**src/sm3_pkg.sv**
```systemverilog
// Shared constants, types and helper functions for the SM3 hash engine.
`timescale 1ns / 1ps

package sm3_pkg;

   localparam int WORD_W       = 32;
   localparam int BLOCK_WORDS  = 16;
   localparam int DIGEST_WORDS = 8;
   localparam int QUEUE_DEPTH  = 4;
   localparam int QPTR_W       = 2;

   // Round constants, and the high constant pre-rotated for round sixteen
   localparam logic [WORD_W-1:0] T_LOW        = 32'h79cc4519;
   localparam logic [WORD_W-1:0] T_HIGH       = 32'h7a879d8a;
   localparam logic [WORD_W-1:0] T_HIGH_ROT16 = {T_HIGH[15:0], T_HIGH[31:16]};

   localparam logic [7:0]        PAD_BYTE = 8'h80;
   localparam logic [WORD_W-1:0] PAD_WORD = {PAD_BYTE, 24'h000000};

   // Position of the first length word within a block
   localparam logic [3:0] LEN_SLOT = 4'd14;

   localparam logic [WORD_W-1:0] SM3_IV [DIGEST_WORDS] = '{
      32'h7380166f, 32'h4914b2b9, 32'h172442d7, 32'hda8a0600,
      32'ha96f30bc, 32'h163138aa, 32'he38dee4d, 32'hb0fb0e4e
   };

   // One block word on its way from the front to the compression unit
   typedef struct packed {
      logic [WORD_W-1:0] word;
      logic              msg_end;
   } q_entry_type;

   typedef enum logic [2:0] {
      F_TAKE,
      F_PADW,
      F_ZERO,
      F_LENHI,
      F_LENLO
   } front_state_type;

   typedef enum logic [1:0] {
      B_LOAD,
      B_ROUND,
      B_FOLD,
      B_EMIT
   } back_state_type;

   // Rotate left; n is always a constant in 1..31 at the call sites
   function automatic logic [WORD_W-1:0] rotl(input logic [WORD_W-1:0] x, input int n);
      rotl = (x << n) | (x >> (WORD_W - n));
   endfunction

   function automatic logic [WORD_W-1:0] perm0(input logic [WORD_W-1:0] x);
      perm0 = x ^ rotl(x, 9) ^ rotl(x, 17);
   endfunction

   function automatic logic [WORD_W-1:0] perm1(input logic [WORD_W-1:0] x);
      perm1 = x ^ rotl(x, 15) ^ rotl(x, 23);
   endfunction

endpackage

```
**src/sm3_chan_if.sv**
```systemverilog
// Valid/ready channel interfaces for message words and digest words.
`timescale 1ns / 1ps

interface sm3_req_if import sm3_pkg::*; ();
   logic              valid;
   logic              ready;
   logic [WORD_W-1:0] data_word;
   logic [2:0]        valid_bytes;
   logic              last_word;

   modport source (output valid, output data_word, output valid_bytes, output last_word,
                   input ready);
   modport sink   (input valid, input data_word, input valid_bytes, input last_word,
                   output ready);
endinterface

interface sm3_rsp_if import sm3_pkg::*; ();
   logic              valid;
   logic              ready;
   logic [WORD_W-1:0] digest_word;
   logic [2:0]        digest_index;
   logic              digest_last;

   modport source (output valid, output digest_word, output digest_index,
                   output digest_last, input ready);
   modport sink   (input valid, input digest_word, input digest_index,
                   input digest_last, output ready);
endinterface

```
**src/sm3_front.sv**
```systemverilog
// Front end: takes message transactions, counts bits and emits padded block words.
`timescale 1ns / 1ps

module sm3_front import sm3_pkg::*; (
   input  logic         clock,
   input  logic         reset,
   sm3_req_if.sink      req_if,
   output logic         push_valid,
   output q_entry_type  push_entry,
   input  logic         push_ready
);

   front_state_type   state_ff, state_in;
   logic [3:0]        fill_ff, fill_in;
   logic [63:0]       count_ff, count_in;

   logic [2:0]        valid_clamp;
   logic [5:0]        shift_bits;
   logic [WORD_W-1:0] keep_mask;
   logic [WORD_W-1:0] tail_word;
   logic              take;
   logic              push_fire;

   // Clamp the byte count and build the last partial word with its pad byte
   always_comb begin
      valid_clamp = (req_if.valid_bytes inside {[3'd4:3'd7]}) ? 3'd4 : req_if.valid_bytes;
      shift_bits  = {valid_clamp, 3'b000};
      keep_mask   = ~({WORD_W{1'b1}} >> shift_bits);
      tail_word   = (req_if.data_word & keep_mask) | (PAD_WORD >> shift_bits);
   end

   // Drive the handshakes and the word for the current state
   always_comb begin
      req_if.ready       = 1'b0;
      push_valid         = 1'b0;
      push_entry.word    = '0;
      push_entry.msg_end = 1'b0;
      case (state_ff)
         F_TAKE: begin
            req_if.ready    = push_ready;
            push_valid      = req_if.valid;
            push_entry.word = (!req_if.last_word || valid_clamp == 3'd4) ?
                              req_if.data_word : tail_word;
         end
         F_PADW: begin
            push_valid      = 1'b1;
            push_entry.word = PAD_WORD;
         end
         F_ZERO: begin
            push_valid = (fill_ff != LEN_SLOT);
         end
         F_LENHI: begin
            push_valid      = 1'b1;
            push_entry.word = count_ff[63:32];
         end
         F_LENLO: begin
            push_valid         = 1'b1;
            push_entry.word    = count_ff[31:0];
            push_entry.msg_end = 1'b1;
         end
         default: begin
            push_valid = 1'b0;
         end
      endcase
   end

   assign take      = req_if.valid && req_if.ready;
   assign push_fire = push_valid && push_ready;

   // Walk through pad, zero fill and length words after the last transaction
   always_comb begin
      state_in = state_ff;
      case (state_ff)
         F_TAKE: begin
            if (take && req_if.last_word) begin
               state_in = (valid_clamp == 3'd4) ? F_PADW : F_ZERO;
            end
         end
         F_PADW: begin
            if (push_fire) state_in = F_ZERO;
         end
         F_ZERO: begin
            if (fill_ff == LEN_SLOT) state_in = F_LENHI;
         end
         F_LENHI: begin
            if (push_fire) state_in = F_LENLO;
         end
         F_LENLO: begin
            if (push_fire) state_in = F_TAKE;
         end
         default: begin
            state_in = F_TAKE;
         end
      endcase
   end

   // Advance the block fill and the message bit count
   always_comb begin
      fill_in  = push_fire ? fill_ff + 4'd1 : fill_ff;
      count_in = count_ff;
      if (take) begin
         count_in = count_ff + (req_if.last_word ? 64'(shift_bits) : 64'd32);
      end else if (state_ff == F_LENLO && push_fire) begin
         count_in = '0;
      end
   end

   always_ff @(posedge clock) begin
      if (reset) begin
         state_ff <= F_TAKE;
         fill_ff  <= '0;
         count_ff <= '0;
      end else begin
         state_ff <= state_in;
         fill_ff  <= fill_in;
         count_ff <= count_in;
      end
   end

endmodule

```
**src/sm3_queue.sv**
```systemverilog
// Short word queue between the front end and the compression unit.
`timescale 1ns / 1ps

module sm3_queue import sm3_pkg::*; (
   input  logic         clock,
   input  logic         reset,
   input  logic         push_valid,
   input  q_entry_type  push_entry,
   output logic         push_ready,
   output logic         pop_valid,
   output q_entry_type  pop_entry,
   input  logic         pop_ready
);

   q_entry_type       slot_ff [QUEUE_DEPTH];
   logic [QPTR_W-1:0] wr_ptr_ff, wr_ptr_in;
   logic [QPTR_W-1:0] rd_ptr_ff, rd_ptr_in;
   logic [QPTR_W:0]   level_ff, level_in;
   logic              push_fire;
   logic              pop_fire;

   assign push_ready = (level_ff != (QPTR_W+1)'(QUEUE_DEPTH));
   assign pop_valid  = (level_ff != '0);
   assign pop_entry  = slot_ff[rd_ptr_ff];
   assign push_fire  = push_valid && push_ready;
   assign pop_fire   = pop_valid && pop_ready;

   // Advance pointers and occupancy
   always_comb begin
      wr_ptr_in = push_fire ? wr_ptr_ff + QPTR_W'(1) : wr_ptr_ff;
      rd_ptr_in = pop_fire ? rd_ptr_ff + QPTR_W'(1) : rd_ptr_ff;
      level_in  = level_ff;
      if (push_fire && !pop_fire) level_in = level_ff + (QPTR_W+1)'(1);
      if (!push_fire && pop_fire) level_in = level_ff - (QPTR_W+1)'(1);
   end

   always_ff @(posedge clock) begin
      if (reset) begin
         wr_ptr_ff <= '0;
         rd_ptr_ff <= '0;
         level_ff  <= '0;
      end else begin
         wr_ptr_ff <= wr_ptr_in;
         rd_ptr_ff <= rd_ptr_in;
         level_ff  <= level_in;
      end
   end

   // Store the incoming word
   always_ff @(posedge clock) begin
      if (push_fire) slot_ff[wr_ptr_ff] <= push_entry;
   end

endmodule

```
**src/sm3_back.sv**
```systemverilog
// Back end: loads block words, runs the 64 compression rounds and emits the digest.
`timescale 1ns / 1ps

module sm3_back import sm3_pkg::*; (
   input  logic         clock,
   input  logic         reset,
   input  logic         pop_valid,
   input  q_entry_type  pop_entry,
   output logic         pop_ready,
   sm3_rsp_if.source    rsp_if
);

   back_state_type    state_ff, state_in;
   logic [WORD_W-1:0] chain_ff [DIGEST_WORDS];
   logic [WORD_W-1:0] win_ff [BLOCK_WORDS];
   logic [WORD_W-1:0] a_ff, b_ff, c_ff, d_ff, e_ff, f_ff, g_ff, h_ff;
   logic [WORD_W-1:0] t_ff;
   logic [3:0]        load_cnt_ff;
   logic [5:0]        round_ff;
   logic              end_ff;
   logic [2:0]        idx_ff;

   logic              pop_fire;
   logic              rsp_fire;
   logic              block_full;
   logic              first_half;
   logic [WORD_W-1:0] a12, ss1, ss2, ffv, ggv, tt1, tt2, w_next;

   // Handshakes and registered digest output
   always_comb begin
      pop_ready           = (state_ff == B_LOAD);
      rsp_if.valid        = (state_ff == B_EMIT);
      rsp_if.digest_word  = chain_ff[0];
      rsp_if.digest_index = idx_ff;
      rsp_if.digest_last  = (idx_ff == 3'(DIGEST_WORDS - 1));
   end

   assign pop_fire   = pop_valid && pop_ready;
   assign rsp_fire   = rsp_if.valid && rsp_if.ready;
   assign block_full = pop_fire && (load_cnt_ff == 4'(BLOCK_WORDS - 1));

   // One compression round and one message expansion step
   always_comb begin
      first_half = (round_ff[5:4] == 2'b00);
      a12    = rotl(a_ff, 12);
      ss1    = rotl(a12 + e_ff + t_ff, 7);
      ss2    = ss1 ^ a12;
      ffv    = first_half ? (a_ff ^ b_ff ^ c_ff) :
                            ((a_ff & b_ff) | (a_ff & c_ff) | (b_ff & c_ff));
      ggv    = first_half ? (e_ff ^ f_ff ^ g_ff) : ((e_ff & f_ff) | (~e_ff & g_ff));
      tt1    = ffv + d_ff + ss2 + (win_ff[0] ^ win_ff[4]);
      tt2    = ggv + h_ff + ss1 + win_ff[0];
      w_next = perm1(win_ff[0] ^ win_ff[7] ^ rotl(win_ff[13], 15)) ^
               rotl(win_ff[3], 7) ^ win_ff[10];
   end

   // Sequence load, rounds, fold and digest output
   always_comb begin
      state_in = state_ff;
      case (state_ff)
         B_LOAD: begin
            if (block_full) state_in = B_ROUND;
         end
         B_ROUND: begin
            if (round_ff == 6'd63) state_in = B_FOLD;
         end
         B_FOLD: begin
            state_in = end_ff ? B_EMIT : B_LOAD;
         end
         B_EMIT: begin
            if (rsp_fire && rsp_if.digest_last) state_in = B_LOAD;
         end
         default: begin
            state_in = B_LOAD;
         end
      endcase
   end

   // Control and chaining value
   always_ff @(posedge clock) begin
      if (reset) begin
         state_ff    <= B_LOAD;
         load_cnt_ff <= '0;
         round_ff    <= '0;
         end_ff      <= 1'b0;
         idx_ff      <= '0;
         for (int k = 0; k < DIGEST_WORDS; k++) chain_ff[k] <= SM3_IV[k];
      end else begin
         state_ff <= state_in;
         if (pop_fire) begin
            load_cnt_ff <= load_cnt_ff + 4'd1;
            if (block_full) begin
               end_ff   <= pop_entry.msg_end;
               round_ff <= '0;
            end
         end
         if (state_ff == B_ROUND) round_ff <= round_ff + 6'd1;
         if (state_ff == B_FOLD) begin
            chain_ff[0] <= chain_ff[0] ^ a_ff;
            chain_ff[1] <= chain_ff[1] ^ b_ff;
            chain_ff[2] <= chain_ff[2] ^ c_ff;
            chain_ff[3] <= chain_ff[3] ^ d_ff;
            chain_ff[4] <= chain_ff[4] ^ e_ff;
            chain_ff[5] <= chain_ff[5] ^ f_ff;
            chain_ff[6] <= chain_ff[6] ^ g_ff;
            chain_ff[7] <= chain_ff[7] ^ h_ff;
         end
         // Shift the digest out, then return to the IV
         if (rsp_fire) begin
            idx_ff <= idx_ff + 3'd1;
            if (rsp_if.digest_last) begin
               for (int k = 0; k < DIGEST_WORDS; k++) chain_ff[k] <= SM3_IV[k];
            end else begin
               for (int k = 0; k < DIGEST_WORDS - 1; k++) chain_ff[k] <= chain_ff[k+1];
            end
         end
      end
   end

   // Message window and working variables
   always_ff @(posedge clock) begin
      if (pop_fire || state_ff == B_ROUND) begin
         for (int k = 0; k < BLOCK_WORDS - 1; k++) win_ff[k] <= win_ff[k+1];
         win_ff[BLOCK_WORDS-1] <= pop_fire ? pop_entry.word : w_next;
      end
      if (block_full) begin
         a_ff <= chain_ff[0];
         b_ff <= chain_ff[1];
         c_ff <= chain_ff[2];
         d_ff <= chain_ff[3];
         e_ff <= chain_ff[4];
         f_ff <= chain_ff[5];
         g_ff <= chain_ff[6];
         h_ff <= chain_ff[7];
         t_ff <= T_LOW;
      end else if (state_ff == B_ROUND) begin
         d_ff <= c_ff;
         c_ff <= rotl(b_ff, 9);
         b_ff <= a_ff;
         a_ff <= tt1;
         h_ff <= g_ff;
         g_ff <= rotl(f_ff, 19);
         f_ff <= e_ff;
         e_ff <= perm0(tt2);
         t_ff <= (round_ff == 6'd15) ? T_HIGH_ROT16 : rotl(t_ff, 1);
      end
   end

endmodule

```
**src/sm3_hash_engine.sv**
```systemverilog
// Top level of the SM3 hash engine: front end, word queue and compression unit.
//
// The engine hashes a message streamed in as big-endian 32-bit words; the word marked
// last may carry 0 to 4 valid leading bytes, and all other words are taken whole.
// After the last word it returns the 256-bit digest as eight transactions, index 0
// first, and starts over from the IV. While the queue has room and the front end is not
// closing a message, it takes one word per cycle into a four-entry queue; the compression
// unit drains the queue at one word per cycle, then runs the 64 rounds (one round per
// cycle) and folds the chaining value before it loads the next block. Closing a message
// adds up to 18 padding and length words generated by the front end, one or two extra
// blocks, and the eight digest transactions.
`timescale 1ns / 1ps

module sm3_hash_engine import sm3_pkg::*; (
   input  logic      clock,
   input  logic      reset,
   sm3_req_if.sink   req_if,
   sm3_rsp_if.source rsp_if
);

   logic        push_valid;
   logic        push_ready;
   q_entry_type push_entry;
   logic        pop_valid;
   logic        pop_ready;
   q_entry_type pop_entry;

   sm3_front u_front (
      .clock      (clock),
      .reset      (reset),
      .req_if     (req_if),
      .push_valid (push_valid),
      .push_entry (push_entry),
      .push_ready (push_ready)
   );

   sm3_queue u_queue (
      .clock      (clock),
      .reset      (reset),
      .push_valid (push_valid),
      .push_entry (push_entry),
      .push_ready (push_ready),
      .pop_valid  (pop_valid),
      .pop_entry  (pop_entry),
      .pop_ready  (pop_ready)
   );

   sm3_back u_back (
      .clock     (clock),
      .reset     (reset),
      .pop_valid (pop_valid),
      .pop_entry (pop_entry),
      .pop_ready (pop_ready),
      .rsp_if    (rsp_if)
   );

   // No block words are drained while the digest is going out
   assert property (@(posedge clock) disable iff (reset)
      rsp_if.valid |-> !pop_ready)
      else $error("queue drained during digest output");

   // A digest always starts at index 0
   assert property (@(posedge clock) disable iff (reset)
      $rose(rsp_if.valid) |-> (rsp_if.digest_index == 3'd0))
      else $error("digest did not start at index 0");

   // The final digest word ends the output burst
   assert property (@(posedge clock) disable iff (reset)
      (rsp_if.valid && rsp_if.ready && rsp_if.digest_last) |=> !rsp_if.valid)
      else $error("digest output continued past the last word");

endmodule

```
**src/flat_wrapper.sv**
```systemverilog
// flat-port wrapper written by rule: the top's interface ports become plain ports
module sm3_hash_engine_flat import sm3_pkg::*;
  (clock, reset, req_if_valid, req_if_data_word, req_if_valid_bytes, req_if_last_word, req_if_ready, rsp_if_valid, rsp_if_digest_word, rsp_if_digest_index, rsp_if_digest_last, rsp_if_ready);
  sm3_req_if req_if_i ();
  sm3_rsp_if rsp_if_i ();
  input  logic clock;
  input  logic reset;
  input wire logic [$bits(req_if_i.valid)-1:0] req_if_valid;
  input wire logic [$bits(req_if_i.data_word)-1:0] req_if_data_word;
  input wire logic [$bits(req_if_i.valid_bytes)-1:0] req_if_valid_bytes;
  input wire logic [$bits(req_if_i.last_word)-1:0] req_if_last_word;
  output wire logic [$bits(req_if_i.ready)-1:0] req_if_ready;
  output wire logic [$bits(rsp_if_i.valid)-1:0] rsp_if_valid;
  output wire logic [$bits(rsp_if_i.digest_word)-1:0] rsp_if_digest_word;
  output wire logic [$bits(rsp_if_i.digest_index)-1:0] rsp_if_digest_index;
  output wire logic [$bits(rsp_if_i.digest_last)-1:0] rsp_if_digest_last;
  input wire logic [$bits(rsp_if_i.ready)-1:0] rsp_if_ready;
  assign req_if_i.valid = req_if_valid;
  assign req_if_i.data_word = req_if_data_word;
  assign req_if_i.valid_bytes = req_if_valid_bytes;
  assign req_if_i.last_word = req_if_last_word;
  assign req_if_ready = req_if_i.ready;
  assign rsp_if_valid = rsp_if_i.valid;
  assign rsp_if_digest_word = rsp_if_i.digest_word;
  assign rsp_if_digest_index = rsp_if_i.digest_index;
  assign rsp_if_digest_last = rsp_if_i.digest_last;
  assign rsp_if_i.ready = rsp_if_ready;
  sm3_hash_engine u_core (.clock(clock), .reset(reset), .req_if(req_if_i), .rsp_if(rsp_if_i));
endmodule
```
**config.mk**
```make
export PLATFORM = sky130hd
export DESIGN_NAME = sm3_hash_engine_flat
export DESIGN_NICKNAME = d
export VERILOG_FILES = /design/src/sm3_pkg.sv /design/src/sm3_chan_if.sv /design/src/sm3_front.sv /design/src/sm3_queue.sv /design/src/sm3_back.sv /design/src/sm3_hash_engine.sv /design/src/flat_wrapper.sv
export SDC_FILE = /design/constraint.sdc
export NUM_CORES = 2
export LEC_CHECK = 0
export BUFFER_PORTS_ARGS = -buffer_cell sky130_fd_sc_hd__buf_2
export CORE_UTILIZATION = 35
export DETAILED_ROUTE_END_ITERATION = 8
export PLACE_DENSITY = 0.45
export SYNTH_ARGS = -nofsm -noshare
export SYNTH_HDL_FRONTEND = slang
export SYNTH_SLANG_ARGS = --single-unit
export TNS_END_PERCENT = 5
```
**constraint.sdc**
```tcl
create_clock -name clock -period 17.7 [get_ports clock]
set_clock_uncertainty 0.1 [all_clocks]
set_input_delay 1.77 -clock clock [delete_from_list [all_inputs] [get_ports clock]]
set_output_delay 1.77 -clock clock [all_outputs]
set_load 0.01 [all_outputs]
```
---- After elaboration in Yosys (flattened, before gate mapping) ----
Memory sizes are Yosys's and may differ from the RTL's. A register that Yosys moved wholly into a read port is not among the register bits.
Cells that the tools add are included.
storage, ports and cells
  bits in registers ....................... 382
  latch bits .............................. 0
  memory bits (writable) .................. 900
  ROM bits ................................ 0
  word-level logic and storage cells ...... 252
  memories kept ........................... 3
cells by class
  add/sub/neg operators ................... 17
  multiply operators ...................... 0
  divide/modulo/power cells ............... 0
  magnitude comparators ................... 2
  eq/ne operators ......................... 23
  shift-type cells ........................ 2
  multiplexer cells ....................... 88
  bitwise logic cells ..................... 68
  reductions and logical operators ........ 29
memory list
  name                    words  bits a word  read ports  clocked after memory_dff  write ports  RTL line         source
  u_core.u_back.win_ff    16     32           16          0                         16           sm3_back.sv:15   logic [WORD_W-1:0] win_ff [BLOCK_WORDS];
  u_core.u_back.chain_ff  8      32           8           0                         8            sm3_back.sv:14   logic [WORD_W-1:0] chain_ff [DIGEST_WORDS];
  u_core.u_queue.slot_ff  4      33           1           1                         1            sm3_queue.sv:15  q_entry_type slot_ff [QUEUE_DEPTH];
operator list
  operator                                                              count
  32-bit 2-to-1 mux                                                     44
  32-bit XOR                                                            22
  32-bit adder                                                          8
  32-bit AND                                                            6
  64-bit 2-to-1 mux                                                     2
  32-bit OR                                                             4
  32-bit case mux with 4 select lines                                   1
  64-bit by 6-bit adder with 64-bit output                              1
  32-bit NOT                                                            2
  32-bit by 15-bit OR with 32-bit output                                2
  32-bit by 7-bit OR with 32-bit output                                 2
  32-bit by 9-bit OR with 32-bit output                                 2
  32-bit by 6-bit right shift with 32-bit output, first input constant  2
  32-bit by 1-bit OR with 32-bit output                                 1
  32-bit by 12-bit OR with 32-bit output                                1
  32-bit by 17-bit OR with 32-bit output                                1
  32-bit by 19-bit OR with 32-bit output                                1
  32-bit by 23-bit OR with 32-bit output                                1
  3-bit 2-to-1 mux                                                      8
  6-bit 2-to-1 mux                                                      4
  1-bit OR                                                              23
  1-bit 2-to-1 mux                                                      19
  3-bit case mux with 5 select lines                                    1
  2-bit 2-to-1 mux                                                      7
  32 further kinds                                                      64

---- Depth between registers and ports, before layout ----
  depth after elaboration ................. 12
  depth in mapped cells ................... 31
  depth with buffers taken out ............ 31

---- Modules after synthesis ----
A second synthesis with hierarchy kept.
second synthesis, totals
  cells, all modules ...................... 5,370
  area, all modules ....................... 63,572.2 sq um
by module, submodules not included
  module     instances  cells an instance  area an instance (sq um)  seq. area each (sq um)
  sm3_back   1          4,619              54,119.4                  31,069.8
  sm3_queue  1          225                5,285.1                   4,144.0
  sm3_front  1          526                4,167.7                   1,361.3

---- Worst setup path before layout ----
OpenSTA, ideal clock, no wires.
  kind .................................... register to register
  start ................................... reg u_core.u_back.state_ff[0]
  end ..................................... mem u_core.u_back.win_ff[0][0], enable pin
  library setup time ...................... 0.971 ns
  arrival ................................. 13.329 ns
  required time ........................... 16.629 ns
  slack ................................... 3.301 ns
  stages on the path, launching flop included .. 6
  buffers on the path ..................... 2
  period minus slack after synthesis ...... 14.399 ns
  cells stage by stage .................... dfxtp_1 -> nor2_1 -> o31a_1 -> clkbuf_1 -> clkbuf_1 -> nand2b_1
RTL lines
  what                    RTL line        source
  from (decl)             sm3_back.sv:13  back_state_type state_ff, state_in;
  from (signal assigned)  sm3_back.sv:89  state_ff <= state_in;
  to (decl)               sm3_back.sv:15

---- Worst setup path in the final report ----
  start ................................... reg u_core.u_back.e_ff[10]
  end ..................................... reg u_core.u_back.e_ff[7] (data pin)
on the way
  cells in the longest elaborated chain, start to end .. 12
  elaborated cells on any way between the ends .. 19
  those cells by class .................... 5 x add/sub; 3 x mux; 11 x bitwise
RTL lines
  what                                                                  RTL line         source
  from (decl)                                                           sm3_back.sv:16   logic [WORD_W-1:0] a_ff, b_ff, c_ff, d_ff, e_ff, f_ff, g_ff, h_ff;
  from (signal assigned)                                                sm3_back.sv:131  e_ff <= chain_ff[4];
  from (signal assigned)                                                sm3_back.sv:144  e_ff <= perm0(tt2);
  parallel branches: the longest is 5 deep, another holds 32-bit adder  -
  32-bit adder (*) (2 in a row)                                         sm3_back.sv:52   tt2 = ggv + h_ff + ss1 + win_ff[0];
  32-bit by 9-bit OR with 32-bit output                                 sm3_pkg.sv:51    rotl = (x << n) | (x >> (WORD_W - n));
  32-bit XOR                                                            sm3_pkg.sv:55    perm0 = x ^ rotl(x, 9) ^ rotl(x, 17);
  32-bit XOR (*)                                                        sm3_pkg.sv:55
  32-bit 2-to-1 mux (*)                                                 sm3_back.sv:136  end else if (state_ff == B_ROUND) begin
  32-bit 2-to-1 mux (*)                                                 sm3_back.sv:126  if (block_full) begin
Mark *: on every way between the ends. The select of a mux whose other input is x is not followed.
A chain may end at the register's enable or synchronous reset.

==> flow_metrics.tcl <==
set metrics [dict create \
    outcome "finished clean" \
    first_pass_iters 8 \
    rsz0062_at_grt "false" \
    min_period_ns 8.37 \
    postCtsSetupBuffers 0 \
    fin_nets 5732 \
    die_h_um 426 \
    place_ws_ns 9.40 \
    pwr-share-clk 0.182 \
    drv_cap 0 \
    layout_common_cells "1,092 x edfxtp_1, 955 x nand2_1, 509 x xnor2_1, 378 x nor2_1, 304 x a21oi_1" \
    max_freq_ghz 0.119 \
    worstSetupPathType "reg2reg" \
    syn_area_um2 62800 \
    dp.cells 7598 \
    ys_seq_area_frac 0.583 \
    final_max_slew_viol_count 0 \
    crit_path_end_kind "flip-flop" \
    die_x_um 426 \
    port_buffers 77 \
    dp_hpwl_mm 145 \
    cp_max_fo 8 \
    synthTopCellsByArea "edfxtp_1 52%, xnor2_1 7.1%, fa_1 6.1%" \
    p_seq_frac 0.306 \
    yosys_warnings 0 \
    cpLargestDelayFamily "compound AO/OA/AOI/OAI gates" \
    clk_pin_slew_ns 0.06 \
    hold_ws_ns 0.308 \
    synth-edff-count 1092 \
    numCtsBuffers 151 \
    power_frac_comb 0.512 \
    antenna_found_initial 1 \
    cp.required_ns 18.11 \
    slew-limit-headroom 0.181 \
    htreeDepth 4 \
    final_antenna_net_count 0 \
    finalSetupTns_ns 0 \
    syn-num-nets 5667 \
    power_density_nw_per_um2 245 \
    final_cells 7879 \
    critPathBufInv 1 \
    fin_util 0.398 \
    synth_top_area_frac 0.522 \
    critPathSlowestCell "edfxtp_1" \
    synth_top_area_cell "edfxtp_1" \
    async_flop_share 0 \
    clkSinkCount 1281 \
    final.period_utilization 0.473 \
    power.switching_mw 7.23 \
    p_sw_frac 0.416 \
    route.detailed.drc 0 \
    fp-row-count 155 \
    final_layout_size_suffix_gt1_frac 0.0801 \
    gp_congestion 0.900 \
    initial_utilization 0.352 \
    ys_types 82 \
    area_delta_synth_final_pct 12.9 \
    via_per_inst 5.12 \
    first_iter_violations 3627 \
    die-area_um2 181000 \
    cts.repair.resized 0 \
    route.vias.total 40400 \
    cts_tree "done" \
    place_area_um2 65900 \
    grt_start_max_net_pins 187 \
    ir_drop_mv 0.235 \
    cpMostUsedCell "a21oi_1" \
    cts_hold_buf 0 \
    power_mw 17.4 \
    ios 78 \
    ys.flop_type "edfxtp_1" \
    p_int_mw 10.1 \
    setup_viol 0 \
    wl_per_cell_um 26.0 \
    grt-ovfl-total 0 \
    grt.total_usage 0.226 \
    worstMarginPinSlew_ns 1.22 \
    clkLatencyLatePin_ns 0.80 \
    cts_root_buf "clkbuf_16" \
    grt_pass1_vias 39200 \
    layout_setup_ws_ns 9.33 \
    postSynthCellCount 5331 \
    leakage_nw 25.7 \
    fin_area_um2 70900 \
    layout_commonest_cell "edfxtp_1" \
    cts_buffer_depth 3 \
    critPathMaxStageDelay_ns 0.57 \
    wirelength_mm 205 \
    grt_pass1_wl_mm 292 \
    crit_arrival_ns 8.78 \
    hold_path_class "reg2reg" \
    hold_violations 0 \
    core_area_um2 178000 \
    syn_area_per_cell_um2 11.8 \
    start_kind "flip-flop" \
    ys_ff_latch 1281 \
]
[kinds of logic after synthesis]
family / share of synthesized area
compound gates: 0.0866
simple gates: 0.106
buf+inv: 0.0296
mux: 0.0228
fa+ha+maj: 0.0817
flops: 0.583
xor+xnor: 0.0907
[state kept, by name (all words and copies together) (netlist names), named ones only]
signal / flops
u_core.u_queue.rd_ptr_ff: 2
u_core.u_back.state_ff: 2
u_core.u_front.count_ff: 61
u_core.u_queue.level_ff: 3
u_core.u_back.chain_ff: 256
u_core.u_back.c_ff: 32
u_core.u_back.g_ff: 32
u_core.u_back.a_ff: 32
u_core.u_back.end_ff: 1
u_core.u_queue.slot_ff: 132
u_core.u_queue.wr_ptr_ff: 2
u_core.u_back.rsp_if.digest_index: 3
u_core.u_front.state_ff: 3
u_core.u_back.b_ff: 32
u_core.u_back.d_ff: 32
u_core.u_back.round_ff: 6
u_core.u_back.load_cnt_ff: 4
u_core.u_front.fill_ff: 4
u_core.u_back.h_ff: 32
u_core.u_back.t_ff: 32
u_core.u_back.win_ff: 512
u_core.u_back.e_ff: 32
u_core.u_back.f_ff: 32
[cell usage after synthesis (39+ instances only)]
master and count:
clkbuf_1 196, inv_1 276, fa_1 190, o22ai_1 43, xnor2_1 509, nand2_1 956, nor2_1 385, dfxtp_1 189
nand3_1 80, nor3_1 40, a21oi_1 306, mux2i_1 44, o21ai_0 260, a21o_1 55, xor2_1 133, edfxtp_1 1092
ha_1 106, and3_1 39
[power groups by stage]
stage | clock network, mW | registers [mW] | logic (mW)
CTS | 3.24 | 5.33 | 8.93
global placement | 0 | 5.37 | 8.88
global route | 3.35 | 5.40 | 9.68
detailed placement | 0 | 5.39 | 8.86
finish | 3.16 | 5.31 | 8.90
floorplan | 0 | 5.50 | 6.10
[worst register-to-register path: stages (launching register included)]
cell,delay [ns]
edfxtp_1,0.57
fa_1,0.56
ha_1,0.35
a21o_1,0.20
a21oi_1,0.37
o2bb2ai_1,0.13
a31o_1,0.22
a311o_2,0.46
o31ai_2,0.33
a21oi_1,0.16
a21o_1,0.21
a21oi_2,0.17
xor2_1,0.29
fa_1,0.48
fa_1,0.49
inv_1,0.04
ha_1,0.20
or2_2,0.30
a211oi_1,0.29
o21bai_1,0.15
a21oi_1,0.45
o21ai_1,0.17
o31ai_1,0.43
nor4_1,0.11
a311o_1,0.41
xnor2_1,0.34
a21oi_1,0.12
[final cells by class]
class                           count  area, um^2
Fill cell                       17100      107000
Sequential cell                  1281       36600
Multi-Input combinational cell   3556       24500
Clock buffer                      201        4050
Tap cell                         2355        2950
Inverter                          277        1050
Clock inverter                     77         925
Timing Repair Buffer              129         866
Antenna cell                        3        7.51
[path summary, 6_finish.rpt]
check                                               from                               endpoint  slack, ns  depth (start not counted)
setup / recovery        u_core.u_back.e_ff[10]$_DFFE_PN_        u_core.u_back.e_ff[7]$_DFFE_PN_       9.33                         26
hold / removal    u_core.u_back.win_ff[1][117]$_DFFE_PP_  u_core.u_back.win_ff[1][85]$_DFFE_PP_       0.31                          0
setup reg to reg        u_core.u_back.e_ff[10]$_DFFE_PN_        u_core.u_back.e_ff[7]$_DFFE_PN_       9.33                         26
hold reg to reg   u_core.u_back.win_ff[1][117]$_DFFE_PP_  u_core.u_back.win_ff[1][85]$_DFFE_PP_       0.31                          0
[layer usage]
layer | share of wire | wire, um | global-route usage
met5 | 0.000063 | 13 | 0
met1 | 0.45 | 93100 | 0.314
met3 | 0.044 | 9040 | 0.0303
met4 | 0.029 | 5930 | 0.0654
met2 | 0.47 | 96800 | 0.366
(Power assumes the default switching activity.)
